--- src/sv/lps_pkg.sv ---
package lps_pkg;

   // Fixed arithmetic constants of the steering law
   localparam int NORM_FULL      = 1000;
   localparam int NORM_BITS      = 10;
   localparam int SEEN_LEVEL     = 400;
   localparam int LOST_ERROR     = 6400;   // 25.0 in Q8
   localparam int INTEGRAL_LIMIT = 7680;   // 30.0 in Q8
   localparam int POS_SCALE      = 2560;   // 10 * 256

   localparam int RAW_CFG_BITS   = 12;
   localparam int DUTY_BITS      = 7;
   localparam int GAIN_BITS      = 8;
   localparam int ERR_OUT_BITS   = 14;
   localparam int CSR_INDEX_BITS = 3;
   localparam int CSR_DATA_BITS  = 12;
   localparam int RSP_DATA_BITS  =
      ((2 * DUTY_BITS + ERR_OUT_BITS + 7) / 8) * 8;

   localparam logic [RAW_CFG_BITS-1:0] RAW_LOW_RESET  = 12'd1700;
   localparam logic [RAW_CFG_BITS-1:0] RAW_HIGH_RESET = 12'd4000;
   localparam logic [DUTY_BITS-1:0]    BASE_RESET     = 7'd75;
   localparam logic [DUTY_BITS-1:0]    DMIN_RESET     = 7'd65;
   localparam logic [DUTY_BITS-1:0]    DMAX_RESET     = 7'd85;
   localparam logic [GAIN_BITS-1:0]    GAIN_P_RESET   = 8'd16;
   localparam logic [GAIN_BITS-1:0]    GAIN_I_RESET   = 8'd0;
   localparam logic [GAIN_BITS-1:0]    GAIN_D_RESET   = 8'd24;

   typedef enum logic [CSR_INDEX_BITS-1:0] {
      CSR_RAW_LOW,
      CSR_RAW_HIGH,
      CSR_BASE_DUTY,
      CSR_DUTY_MIN,
      CSR_DUTY_MAX,
      CSR_GAIN_P,
      CSR_GAIN_I,
      CSR_GAIN_D
   } csr_index_type;

   typedef enum logic [3:0] {
      ST_IDLE,
      ST_NORM_CHECK,
      ST_NORM_DIV,
      ST_NORM_ACC,
      ST_POS_CHECK,
      ST_POS_DIV,
      ST_ERR,
      ST_MAC_P,
      ST_MAC_I,
      ST_MAC_D,
      ST_DUTY,
      ST_EMIT
   } state_type;

   typedef enum logic [1:0] {
      MAC_P,
      MAC_I,
      MAC_D
   } mac_sel_type;

   typedef struct packed {
      logic        capture;
      logic        norm_check;
      logic        div_step;
      logic        norm_acc;
      logic        pos_load;
      logic        err_load;
      logic        mac_en;
      mac_sel_type mac_sel;
      logic        duty_load;
      logic        emit;
   } cmd_type;

   typedef struct packed {
      logic norm_trivial;
      logic last_sensor;
      logic sum_zero;
   } sts_type;

endpackage

--- src/sv/lps_div.sv ---
module lps_div #(
   parameter int RW = 25,
   parameter int QW = 13
) (
   input  logic          clock,
   input  logic          load,
   input  logic          step,
   input  logic [RW-1:0] dividend,
   input  logic [RW-1:0] divisor_sh,
   output logic [QW-1:0] quotient
);
   logic [RW-1:0] rem_ff, rem_in;
   logic [RW-1:0] dsh_ff, dsh_in;
   logic [QW-1:0] quo_ff, quo_in;
   logic          ge;

   // restoring division, one quotient bit per step; divisor is preshifted
   // so that the dividend is known to be below twice its first position
   always_comb begin
      ge     = rem_ff >= dsh_ff;
      rem_in = rem_ff;
      dsh_in = dsh_ff;
      quo_in = quo_ff;
      if (load) begin
         rem_in = dividend;
         dsh_in = divisor_sh;
         quo_in = '0;
      end else if (step) begin
         rem_in = ge ? rem_ff - dsh_ff : rem_ff;
         dsh_in = dsh_ff >> 1;
         quo_in = {quo_ff[QW-2:0], ge};
      end
   end

   always_ff @(posedge clock) begin
      rem_ff <= rem_in;
      dsh_ff <= dsh_in;
      quo_ff <= quo_in;
   end

   assign quotient = quo_ff;

endmodule

--- src/sv/lps_ctrl.sv ---
module lps_ctrl #(
   parameter int POS_STEPS = 13
) (
   input  logic             clock,
   input  logic             reset,
   input  logic             req_tvalid,
   output logic             req_tready,
   output logic             rsp_tvalid,
   input  logic             rsp_tready,
   input  lps_pkg::sts_type sts,
   output lps_pkg::cmd_type cmd
);
   import lps_pkg::*;

   localparam int STEPS_MAX = (POS_STEPS > NORM_BITS) ? POS_STEPS : NORM_BITS;
   localparam int CNTW      = $clog2(STEPS_MAX);

   state_type       state_ff, state_in;
   logic [CNTW-1:0] cnt_ff, cnt_in;
   logic            rsp_valid_ff, rsp_valid_in;

   always_ff @(posedge clock) begin
      if (reset) begin
         state_ff     <= ST_IDLE;
         cnt_ff       <= '0;
         rsp_valid_ff <= 1'b0;
      end else begin
         state_ff     <= state_in;
         cnt_ff       <= cnt_in;
         rsp_valid_ff <= rsp_valid_in;
      end
   end

   always_comb begin
      state_in   = state_ff;
      cnt_in     = cnt_ff;
      cmd        = '0;
      req_tready = 1'b0;
      case (state_ff)
         ST_IDLE: begin
            req_tready = 1'b1;
            if (req_tvalid) begin
               cmd.capture = 1'b1;
               state_in    = ST_NORM_CHECK;
            end
         end
         ST_NORM_CHECK: begin
            cmd.norm_check = 1'b1;
            cnt_in         = '0;
            if (!sts.norm_trivial) begin
               state_in = ST_NORM_DIV;
            end else if (sts.last_sensor) begin
               state_in = ST_POS_CHECK;
            end
         end
         ST_NORM_DIV: begin
            cmd.div_step = 1'b1;
            cnt_in       = cnt_ff + 1'b1;
            if (cnt_ff == CNTW'(NORM_BITS - 1)) begin
               state_in = ST_NORM_ACC;
            end
         end
         ST_NORM_ACC: begin
            cmd.norm_acc = 1'b1;
            state_in     = sts.last_sensor ? ST_POS_CHECK : ST_NORM_CHECK;
         end
         ST_POS_CHECK: begin
            cmd.pos_load = 1'b1;
            cnt_in       = '0;
            state_in     = sts.sum_zero ? ST_ERR : ST_POS_DIV;
         end
         ST_POS_DIV: begin
            cmd.div_step = 1'b1;
            cnt_in       = cnt_ff + 1'b1;
            if (cnt_ff == CNTW'(POS_STEPS - 1)) begin
               state_in = ST_ERR;
            end
         end
         ST_ERR: begin
            cmd.err_load = 1'b1;
            state_in     = ST_MAC_P;
         end
         ST_MAC_P: begin
            cmd.mac_en  = 1'b1;
            cmd.mac_sel = MAC_P;
            state_in    = ST_MAC_I;
         end
         ST_MAC_I: begin
            cmd.mac_en  = 1'b1;
            cmd.mac_sel = MAC_I;
            state_in    = ST_MAC_D;
         end
         ST_MAC_D: begin
            cmd.mac_en  = 1'b1;
            cmd.mac_sel = MAC_D;
            state_in    = ST_DUTY;
         end
         ST_DUTY: begin
            cmd.duty_load = 1'b1;
            state_in      = ST_EMIT;
         end
         ST_EMIT: begin
            // wait here until the output register is free
            if (!rsp_valid_ff || rsp_tready) begin
               cmd.emit = 1'b1;
               state_in = ST_IDLE;
            end
         end
         default: begin
            state_in = ST_IDLE;
         end
      endcase
   end

   always_comb begin
      rsp_valid_in = rsp_valid_ff;
      if (cmd.emit) begin
         rsp_valid_in = 1'b1;
      end else if (rsp_tready) begin
         rsp_valid_in = 1'b0;
      end
   end

   assign rsp_tvalid = rsp_valid_ff;

   a_no_overwrite: assert property (@(posedge clock) disable iff (reset)
      cmd.emit |-> (!rsp_valid_ff || rsp_tready))
      else $error("result register overwritten while a transfer is pending");

   a_one_item: assert property (@(posedge clock) disable iff (reset)
      (req_tvalid && req_tready) |=> !req_tready)
      else $error("second item taken while one is in work");

   a_one_cmd: assert property (@(posedge clock) disable iff (reset)
      $onehot0({cmd.capture, cmd.norm_check, cmd.div_step, cmd.norm_acc, cmd.pos_load,
                cmd.err_load, cmd.mac_en, cmd.duty_load, cmd.emit}))
      else $error("more than one datapath command in a cycle");

endmodule

--- src/sv/lps_dp.sv ---
module lps_dp #(
   parameter int SENSOR_COUNT = 4,
   parameter int SAMPLE_BITS  = 12,
   parameter int POS_QBITS    = 13
) (
   input  logic                                   clock,
   input  logic                                   reset,
   input  logic [SENSOR_COUNT*SAMPLE_BITS-1:0]    sensors,
   input  logic                                   csr_write,
   input  logic [lps_pkg::CSR_INDEX_BITS-1:0]     csr_index,
   input  logic [lps_pkg::CSR_DATA_BITS-1:0]      csr_data,
   input  lps_pkg::cmd_type                       cmd,
   output lps_pkg::sts_type                       sts,
   output logic [lps_pkg::DUTY_BITS-1:0]          left_duty,
   output logic [lps_pkg::DUTY_BITS-1:0]          right_duty,
   output logic [lps_pkg::ERR_OUT_BITS-1:0]       position_error,
   output logic                                   line_lost
);
   import lps_pkg::*;

   localparam int IDXW = $clog2(SENSOR_COUNT);
   localparam int CMPW = (SAMPLE_BITS > RAW_CFG_BITS) ? SAMPLE_BITS : RAW_CFG_BITS;
   localparam int SUMW = $clog2(NORM_FULL * SENSOR_COUNT + 1);
   localparam int MAGW = $clog2(NORM_FULL * SENSOR_COUNT * SENSOR_COUNT / 2 + 1);
   localparam int WSW  = MAGW + 1;
   localparam int WTW  = $clog2(SENSOR_COUNT) + 2;
   localparam int DVSW = (SUMW > RAW_CFG_BITS) ? SUMW : RAW_CFG_BITS;
   localparam int QW   = (POS_QBITS > NORM_BITS) ? POS_QBITS : NORM_BITS;
   localparam int RW   = DVSW + QW;
   localparam int NUMW = RAW_CFG_BITS + NORM_BITS;
   localparam int DNW  = MAGW + 12;
   localparam int EW   = (POS_QBITS + 1 > ERR_OUT_BITS) ? POS_QBITS + 1 : ERR_OUT_BITS;
   localparam int PW   = EW + GAIN_BITS + 2;
   localparam int AW   = PW + 2;
   localparam int DTW  = AW + 1;

   localparam logic signed [EW-1:0] LOST_POS  = EW'(LOST_ERROR);
   localparam logic signed [EW-1:0] LOST_NEG  = EW'(-LOST_ERROR);
   localparam logic signed [EW:0]   ILIM_POS  = (EW + 1)'(INTEGRAL_LIMIT);
   localparam logic signed [EW:0]   ILIM_NEG  = (EW + 1)'(-INTEGRAL_LIMIT);

   // configuration
   logic [RAW_CFG_BITS-1:0] raw_low_ff, raw_high_ff;
   logic [DUTY_BITS-1:0]    base_ff, dmin_ff, dmax_ff;
   logic [GAIN_BITS-1:0]    gain_p_ff, gain_i_ff, gain_d_ff;

   // per-item working registers
   logic [SENSOR_COUNT*SAMPLE_BITS-1:0] sample_ff;
   logic [IDXW-1:0]                     idx_ff;
   logic [SUMW-1:0]                     sum_ff;
   logic signed [WSW-1:0]               wsum_ff;
   logic                                seen_ff;
   logic signed [EW-1:0]                err_ff, integ_new_ff;
   logic signed [EW:0]                  diff_ff;
   logic signed [AW-1:0]                acc_ff;
   logic [DUTY_BITS-1:0]                left_ff, right_ff;

   // loop state
   logic signed [EW-1:0] prev_ff, integ_ff;

   // result register
   logic [DUTY_BITS-1:0]    out_left_ff, out_right_ff;
   logic [ERR_OUT_BITS-1:0] out_err_ff;
   logic                    out_lost_ff;

   always_ff @(posedge clock) begin
      if (reset) begin
         raw_low_ff  <= RAW_LOW_RESET;
         raw_high_ff <= RAW_HIGH_RESET;
         base_ff     <= BASE_RESET;
         dmin_ff     <= DMIN_RESET;
         dmax_ff     <= DMAX_RESET;
         gain_p_ff   <= GAIN_P_RESET;
         gain_i_ff   <= GAIN_I_RESET;
         gain_d_ff   <= GAIN_D_RESET;
      end else if (csr_write) begin
         case (csr_index_type'(csr_index))
            CSR_RAW_LOW:   raw_low_ff  <= csr_data[RAW_CFG_BITS-1:0];
            CSR_RAW_HIGH:  raw_high_ff <= csr_data[RAW_CFG_BITS-1:0];
            CSR_BASE_DUTY: base_ff     <= csr_data[DUTY_BITS-1:0];
            CSR_DUTY_MIN:  dmin_ff     <= csr_data[DUTY_BITS-1:0];
            CSR_DUTY_MAX:  dmax_ff     <= csr_data[DUTY_BITS-1:0];
            CSR_GAIN_P:    gain_p_ff   <= csr_data[GAIN_BITS-1:0];
            CSR_GAIN_I:    gain_i_ff   <= csr_data[GAIN_BITS-1:0];
            CSR_GAIN_D:    gain_d_ff   <= csr_data[GAIN_BITS-1:0];
            default: begin
            end
         endcase
      end
   end

   // normalization of the current sensor
   logic [SAMPLE_BITS-1:0]  raw;
   logic [CMPW-1:0]         raw_c, low_c, high_c;
   logic                    calib_ok, triv;
   logic [NORM_BITS-1:0]    triv_n, n_acc;
   logic [RAW_CFG_BITS-1:0] span, diff_raw;
   logic [NUMW-1:0]         norm_num;
   logic                    acc_en;
   logic signed [WTW-1:0]   wt;
   logic signed [WTW+NORM_BITS:0] wprod;

   assign raw      = sample_ff[idx_ff*SAMPLE_BITS +: SAMPLE_BITS];
   assign raw_c    = CMPW'(raw);
   assign low_c    = CMPW'(raw_low_ff);
   assign high_c   = CMPW'(raw_high_ff);
   assign calib_ok = raw_high_ff > raw_low_ff;
   assign triv     = !calib_ok || (raw_c <= low_c) || (raw_c >= high_c);
   assign triv_n   = (calib_ok && raw_c > low_c) ? NORM_BITS'(NORM_FULL) : '0;
   assign span     = raw_high_ff - raw_low_ff;
   // only used when low < raw < high, so raw fits the calibration width
   assign diff_raw = RAW_CFG_BITS'(raw_c - low_c);
   assign norm_num = NUMW'(diff_raw) * NUMW'(NORM_FULL);

   // shared divider
   logic [MAGW-1:0] mag;
   logic [DNW-1:0]  pos_num;
   logic [RW-1:0]   div_dividend, div_divisor;
   logic            div_load;
   logic [QW-1:0]   div_q;

   assign mag     = wsum_ff[WSW-1] ? MAGW'(-wsum_ff) : MAGW'(wsum_ff);
   assign pos_num = (DNW'(mag) << 11) + (DNW'(mag) << 9);

   always_comb begin
      div_load     = cmd.pos_load || (cmd.norm_check && !triv);
      div_dividend = RW'(norm_num);
      div_divisor  = RW'(span) << (NORM_BITS - 1);
      if (cmd.pos_load) begin
         div_dividend = RW'(pos_num);
         div_divisor  = RW'(sum_ff) << (POS_QBITS - 1);
      end
   end

   lps_div #(
      .RW (RW),
      .QW (QW)
   ) u_div (
      .clock      (clock),
      .load       (div_load),
      .step       (cmd.div_step),
      .dividend   (div_dividend),
      .divisor_sh (div_divisor),
      .quotient   (div_q)
   );

   assign n_acc  = cmd.norm_check ? triv_n : div_q[NORM_BITS-1:0];
   assign acc_en = (cmd.norm_check && triv) || cmd.norm_acc;
   assign wt     = WTW'(SENSOR_COUNT - 1) - WTW'({idx_ff, 1'b0});
   assign wprod  = wt * $signed({1'b0, n_acc});

   always_ff @(posedge clock) begin
      if (cmd.capture) begin
         sample_ff <= sensors;
         idx_ff    <= '0;
         sum_ff    <= '0;
         wsum_ff   <= '0;
         seen_ff   <= 1'b0;
      end else if (acc_en) begin
         sum_ff  <= sum_ff + SUMW'(n_acc);
         wsum_ff <= wsum_ff + WSW'(wprod);
         seen_ff <= seen_ff || (n_acc > NORM_BITS'(SEEN_LEVEL));
         if (!sts.last_sensor) begin
            idx_ff <= idx_ff + 1'b1;
         end
      end
   end

   assign sts.norm_trivial = triv;
   assign sts.last_sensor  = idx_ff == IDXW'(SENSOR_COUNT - 1);
   assign sts.sum_zero     = sum_ff == '0;

   // position error, integral, derivative
   logic signed [EW-1:0] qs, err_calc;
   logic signed [EW:0]   isum;

   always_comb begin
      qs = $signed({1'b0, (EW - 1)'(div_q[POS_QBITS-1:0])});
      if (sts.sum_zero) begin
         err_calc = '0;
      end else begin
         err_calc = wsum_ff[WSW-1] ? -qs : qs;
      end
      if (!seen_ff) begin
         err_calc = (prev_ff > 0) ? LOST_POS : LOST_NEG;
      end
      isum = (EW + 1)'(integ_ff) + (EW + 1)'(err_calc);
      if (isum > ILIM_POS) begin
         isum = ILIM_POS;
      end else if (isum < ILIM_NEG) begin
         isum = ILIM_NEG;
      end
   end

   // one multiplier shared by the three PID terms
   logic [GAIN_BITS-1:0]  gsel;
   logic signed [EW:0]    vsel;
   logic signed [PW-1:0]  prod;

   always_comb begin
      case (cmd.mac_sel)
         MAC_P: begin
            gsel = gain_p_ff;
            vsel = (EW + 1)'(err_ff);
         end
         MAC_I: begin
            gsel = gain_i_ff;
            vsel = (EW + 1)'(integ_new_ff);
         end
         MAC_D: begin
            gsel = gain_d_ff;
            vsel = diff_ff;
         end
         default: begin
            gsel = '0;
            vsel = '0;
         end
      endcase
      prod = $signed({1'b0, gsel}) * vsel;
   end

   // duty clamp, lower bound first
   function automatic logic [DUTY_BITS-1:0] duty_of(input logic signed [DTW-1:0] x,
                                                    input logic signed [DTW-1:0] lo,
                                                    input logic signed [DTW-1:0] hi);
      logic signed [DTW-1:0] c;
      begin
         if (x < lo) begin
            c = lo;
         end else if (x > hi) begin
            c = hi;
         end else begin
            c = x;
         end
         return c[DUTY_BITS+7:8];
      end
   endfunction

   logic signed [AW-1:0]  corr;
   logic signed [DTW-1:0] base_w, lo_w, hi_w, left_v, right_v;

   assign corr    = acc_ff >>> 4;
   assign base_w  = $signed(DTW'({base_ff, 8'b0}));
   assign lo_w    = $signed(DTW'({dmin_ff, 8'b0}));
   assign hi_w    = $signed(DTW'({dmax_ff, 8'b0}));
   assign left_v  = base_w - DTW'(corr);
   assign right_v = base_w + DTW'(corr);

   always_ff @(posedge clock) begin
      if (cmd.err_load) begin
         err_ff       <= err_calc;
         integ_new_ff <= EW'(isum);
         diff_ff      <= (EW + 1)'(err_calc) - (EW + 1)'(prev_ff);
      end
      if (cmd.mac_en) begin
         if (cmd.mac_sel == MAC_P) begin
            acc_ff <= AW'(prod);
         end else begin
            acc_ff <= acc_ff + AW'(prod);
         end
      end
      if (cmd.duty_load) begin
         left_ff  <= duty_of(left_v, lo_w, hi_w);
         right_ff <= duty_of(right_v, lo_w, hi_w);
      end
      if (cmd.emit) begin
         out_left_ff  <= left_ff;
         out_right_ff <= right_ff;
         out_err_ff   <= ERR_OUT_BITS'(err_ff);
         out_lost_ff  <= !seen_ff;
      end
   end

   always_ff @(posedge clock) begin
      if (reset) begin
         prev_ff  <= '0;
         integ_ff <= '0;
      end else if (cmd.emit) begin
         prev_ff  <= err_ff;
         integ_ff <= integ_new_ff;
      end
   end

   assign left_duty      = out_left_ff;
   assign right_duty     = out_right_ff;
   assign position_error = out_err_ff;
   assign line_lost      = out_lost_ff;

   a_seen_sum: assert property (@(posedge clock) disable iff (reset)
      (seen_ff && !cmd.capture) |-> (sum_ff != '0))
      else $error("sensor above threshold but normalized sum is zero");

   a_integ_range: assert property (@(posedge clock) disable iff (reset)
      (integ_ff <= $signed(EW'(INTEGRAL_LIMIT))) &&
      (integ_ff >= $signed(EW'(-INTEGRAL_LIMIT))))
      else $error("error integral outside its clamp");

endmodule

--- src/sv/line_sensor_pid_steering_unit.sv ---
// Line-follower steering unit. One request transfer carries SENSOR_COUNT raw
// readings; each is scaled to 0..1000 between raw_low and raw_high, the
// weighted line position becomes a signed Q8 error (ten times the position),
// and a PID term on that error moves the left and right motor duties about
// base_duty, clamped to duty_min..duty_max. One response transfer per request.
// Items are handled one at a time. A reading inside the calibration span is
// normalized by the divider; one at or outside it is set to 0 or 1000 directly.
// The position quotient has clog2(2560*(S-1)+1) bits, S = SENSOR_COUNT (13 for
// four sensors); the position division is skipped when the normalized sum is
// zero. A single restoring divider, one quotient bit a cycle, is shared by the
// normalizations and the position division. A new request is taken as soon
// as the previous result sits in the response register. Configuration must
// be written through csr_* only while no item is in work; the block itself
// does not enforce this. The 7-bit registers take the low bits of csr_data.
module line_sensor_pid_steering_unit #(
   parameter int SENSOR_COUNT = 4,
   parameter int SAMPLE_BITS  = 12
) (
   input  logic clock,
   input  logic reset,
   // sensor_0 .. sensor_{SENSOR_COUNT-1}, SAMPLE_BITS each, from bit 0 up
   input  logic [((SENSOR_COUNT*SAMPLE_BITS+7)/8)*8-1:0] req_tdata,
   input  logic req_tvalid,
   output logic req_tready,
   // left_duty[6:0], right_duty[13:7], position_error[27:14]
   output logic [lps_pkg::RSP_DATA_BITS-1:0] rsp_tdata,
   // line_lost
   output logic rsp_tuser,
   output logic rsp_tvalid,
   input  logic rsp_tready,
   input  logic csr_valid,
   output logic csr_ready,
   input  logic [lps_pkg::CSR_INDEX_BITS-1:0] csr_index,
   input  logic [lps_pkg::CSR_DATA_BITS-1:0]  csr_data
);
   import lps_pkg::*;

   localparam int POS_QBITS = $clog2(POS_SCALE * (SENSOR_COUNT - 1) + 1);

   cmd_type                 cmd;
   sts_type                 sts;
   logic [DUTY_BITS-1:0]    left_duty, right_duty;
   logic [ERR_OUT_BITS-1:0] position_error;
   logic                    line_lost;

   assign csr_ready = 1'b1;

   lps_ctrl #(
      .POS_STEPS (POS_QBITS)
   ) u_ctrl (
      .clock      (clock),
      .reset      (reset),
      .req_tvalid (req_tvalid),
      .req_tready (req_tready),
      .rsp_tvalid (rsp_tvalid),
      .rsp_tready (rsp_tready),
      .sts        (sts),
      .cmd        (cmd)
   );

   lps_dp #(
      .SENSOR_COUNT (SENSOR_COUNT),
      .SAMPLE_BITS  (SAMPLE_BITS),
      .POS_QBITS    (POS_QBITS)
   ) u_dp (
      .clock          (clock),
      .reset          (reset),
      .sensors        (req_tdata[SENSOR_COUNT*SAMPLE_BITS-1:0]),
      .csr_write      (csr_valid && csr_ready),
      .csr_index      (csr_index),
      .csr_data       (csr_data),
      .cmd            (cmd),
      .sts            (sts),
      .left_duty      (left_duty),
      .right_duty     (right_duty),
      .position_error (position_error),
      .line_lost      (line_lost)
   );

   assign rsp_tdata = RSP_DATA_BITS'({position_error, right_duty, left_duty});
   assign rsp_tuser = line_lost;

endmodule
--- config.mk ---
export PLATFORM = sky130hd
export DESIGN_NAME = line_sensor_pid_steering_unit
export DESIGN_NICKNAME = d
export VERILOG_FILES = /design/src/sv/lps_pkg.sv /design/src/sv/lps_div.sv /design/src/sv/lps_ctrl.sv /design/src/sv/lps_dp.sv /design/src/sv/line_sensor_pid_steering_unit.sv
export SDC_FILE = /design/constraint.sdc
export NUM_CORES = 1
export LEC_CHECK = 0
export BUFFER_PORTS_ARGS = -buffer_cell sky130_fd_sc_hd__clkbuf_2
export CORE_AREA = 10 10 249 251
export DETAILED_ROUTE_END_ITERATION = 8
export DIE_AREA = 0 0 259 261
export GPL_TIMING_DRIVEN = 1
export PLACE_DENSITY = 0.83
export SYNTH_ARGS = -nofsm -noshare
export SYNTH_HDL_FRONTEND = slang
export SYNTH_HIERARCHICAL = 1
export SYNTH_SLANG_ARGS = --single-unit
--- constraint.sdc ---
create_clock -name clock -period 7.9 [get_ports clock]
set_clock_uncertainty 0.05 [all_clocks]
set_input_delay 1.185 -clock clock [delete_from_list [all_inputs] [get_ports clock]]
set_output_delay 1.185 -clock clock [all_outputs]
set_load 0.03 [all_outputs]
==> results.md <==
* CTS HTree Levels at 2
* Ys async rst share at 0%
* CTS tree: built
* Worst-Skew Late Latency at 600 ps
* Fin cells at 4377
* Vias in the first global route at 24800
* Die width at 259 um
* Commonest cells post-synth: inv_1, nand2_1, nor2_1
* Core area at 57100 um^2
* Yosys top cell area share at 20.4%
* # DRC at 0
* GPL Wtd Cong at 0.968
* Fillcell total at 4661
* Share of cells above drive strength 1 at 11.0%
* Synth Flop Type: edfxtp_1
* Maxcap violations at 0
* Post-Syn Area per Cell at 9.00 um^2
* Nets at 4124
* DP Wirelength at 61200 um
* Tcrit/Tclk final at 96.5%
* DIE AREA at 67600 um^2
* Area Overhead vs Synth at 11.6%
* Largest net degree at the start of global routing at 107
* CP startpoint kind: register
* Max Clock Freq at 0.131 GHz
* Initial DRC count at 2146
* Status: complete, no violations
* Worst slew pin tran at 1200 ps
* Relative slew slack at 19.5%
* Hold Fails Final Rpt at 0
* Clk sink count at 358
* Gate Count Post-Synth at 3434
* CTS max path bufs at 3
* Synth cell types at 105
* Post-synth top area cell: edfxtp_1
* Worst-path clk slew at 60 ps
* Worst path bufs/invs at 8
* First-pass DRT Iterations at 6
* Critical path type: register to register
* Die height at 261 um
* Final core utilization at 60.3%
* Final setup viols at 0
* EDFF count, synth at 210
* CP required at 8180 ps
* Routed via count at 25400
* First-pass GRT wire length at 128000 um
* Root Buffer: clkbuf_16
* Initial Utilization at 54.1%
* CP Max Fanout at 11
* Crit. End Element: register
* Placed inst area at 32600 um^2
* Diodes inserted at 0
* CP most frequent cell: inv_1
* Max-slew violations at 0
* Overflow after GRT at 0
* Most common cell in the netlist: inv_1
* CP top delay family: adder cells
* CP arrival at 7900 ps
* Total CTS buffers at 42
* Sequential share of the synthesized area at 30.0%
* Initial antenna violation count at 5
* Vias per inst at 5.79
* Synth area leaders: edfxtp_1, ha_1, fa_1
* IO Port Bufs at 98
* Mapped Area at 30900 um^2
* Hold Crit Class: register to register
* Drt wl/cell at 18.2 um
* Io pins at 104
* Finished layout cell area at 34500 um^2
* Yosys reg bits at 358
* Final Critical Period at 7620 ps
* Post-route antenna net violation count at 0
* DP Cell Count at 4275
* Max incr delay on CP at 550 ps
* Final WL at 79700 um
* # rows at 88
* Aggregate global-route resource usage at 23.0%
* Slowest cell on the critical path: fa_1
* Number of synthesis warnings at 6
[kinds of logic after synthesis]
family / synth area share (%)
AOI/OAI and AO/OA: 15.3
xor gates and xnor gates: 4.87
adders and majority gates: 23.6
buffers and inverters: 6.70
DFF: 30.0
muxes: 3.94
other: 0.0364
and+or+nand+nor: 15.6
[repair_timing]
item	CTS	global route
setup buffers	0	20
hold buffers	0	0
resized for setup	0	45
endpoints found under the setup margin	0	6
[layout by cell type, fill, tap and decap left out, types with 57 or more instances in the layout]
cell type,netlist,layout
xnor2_1,114,113
buf_4,9,99
ha_1,306,303
nand2_1,390,389
nor3_1,64,57
nand2b_1,60,60
dfxtp_1,148,148
nor2_1,318,312
a21oi_1,217,206
clkbuf_2,7,97
fa_1,172,172
inv_1,409,408
xor2_1,58,57
mux2i_1,82,79
o21ai_0,184,177
edfxtp_1,210,210
[sequential cells by signal, summed over array words and instances (netlist names), 8 cells and up]
signal / count
u_dp/sum_ff: 12
u_dp/gain_p_ff: 8
u_dp/high_c: 12
u_dp/u_div/quotient: 13
u_dp/wsum_ff: 14
u_dp/position_error: 14
u_dp/integ_ff: 14
u_dp/prev_ff: 14
u_dp/sample_ff: 48
u_dp/gain_i_ff: 8
u_dp/acc_ff: 26
u_dp/diff_ff: 15
u_dp/u_div/dsh_ff: 25
u_dp/low_c: 12
u_dp/integ_new_ff: 14
u_dp/gain_d_ff: 8
u_dp/u_div/rem_ff: 25
u_dp/err_ff: 14
[path summary, 6_finish.rpt]
kind                                    startpoint           endpoint  slack (ps)  depth (start not counted)
worst min register to register     u_dp/left_ff[2]  u_dp/left_duty[2]         360                          0
worst min-delay path               u_dp/left_ff[2]  u_dp/left_duty[2]         360                          0
worst max register to register  u_ctrl/state_ff[1]    u_dp/acc_ff[23]         280                         34
worst max-delay path            u_ctrl/state_ff[1]    u_dp/acc_ff[23]         280                         34
[through the flow]
stage	setup slack [ps]	hold slack, ps	TNS (ps)
4_1_cts	29.1	369	0
5_1_grt	-164	372	-211
3_3_place_gp	209	351	0
6_report	280	363	0
2_1_floorplan	20.0	350	0
3_5_place_dp	62.2	355	0
[per-layer routing]
| metal | vias up | part of all wire, % | track usage, % | wire length, um |
|---|---|---|---|---|
| met4 | 10 | 3.2 | 7.99 | 2530 |
| li1 | 12100 | - | - | - |
| met1 | 12200 | 42 | 30.3 | 33700 |
| met5 | - | 0.075 | 0 | 60 |
| met2 | 954 | 47 | 37.8 | 37200 |
| met3 | 165 | 7.8 | 3.96 | 6220 |
[final cells by class]
type	instances	area, um^2	share of cell area, %
multi-input combinational	2562	19900	57.6
sequential	358	9270	26.9
inverter	409	1540	4.46
timing repair buffer	205	1390	4.02
clock buffer	54	1170	3.39
tap	765	957	2.78
clock inverter	24	312	0.903
Power is not shown: default switching activity piles up to over one toggle a cycle in this logic, so the estimate is an artifact.
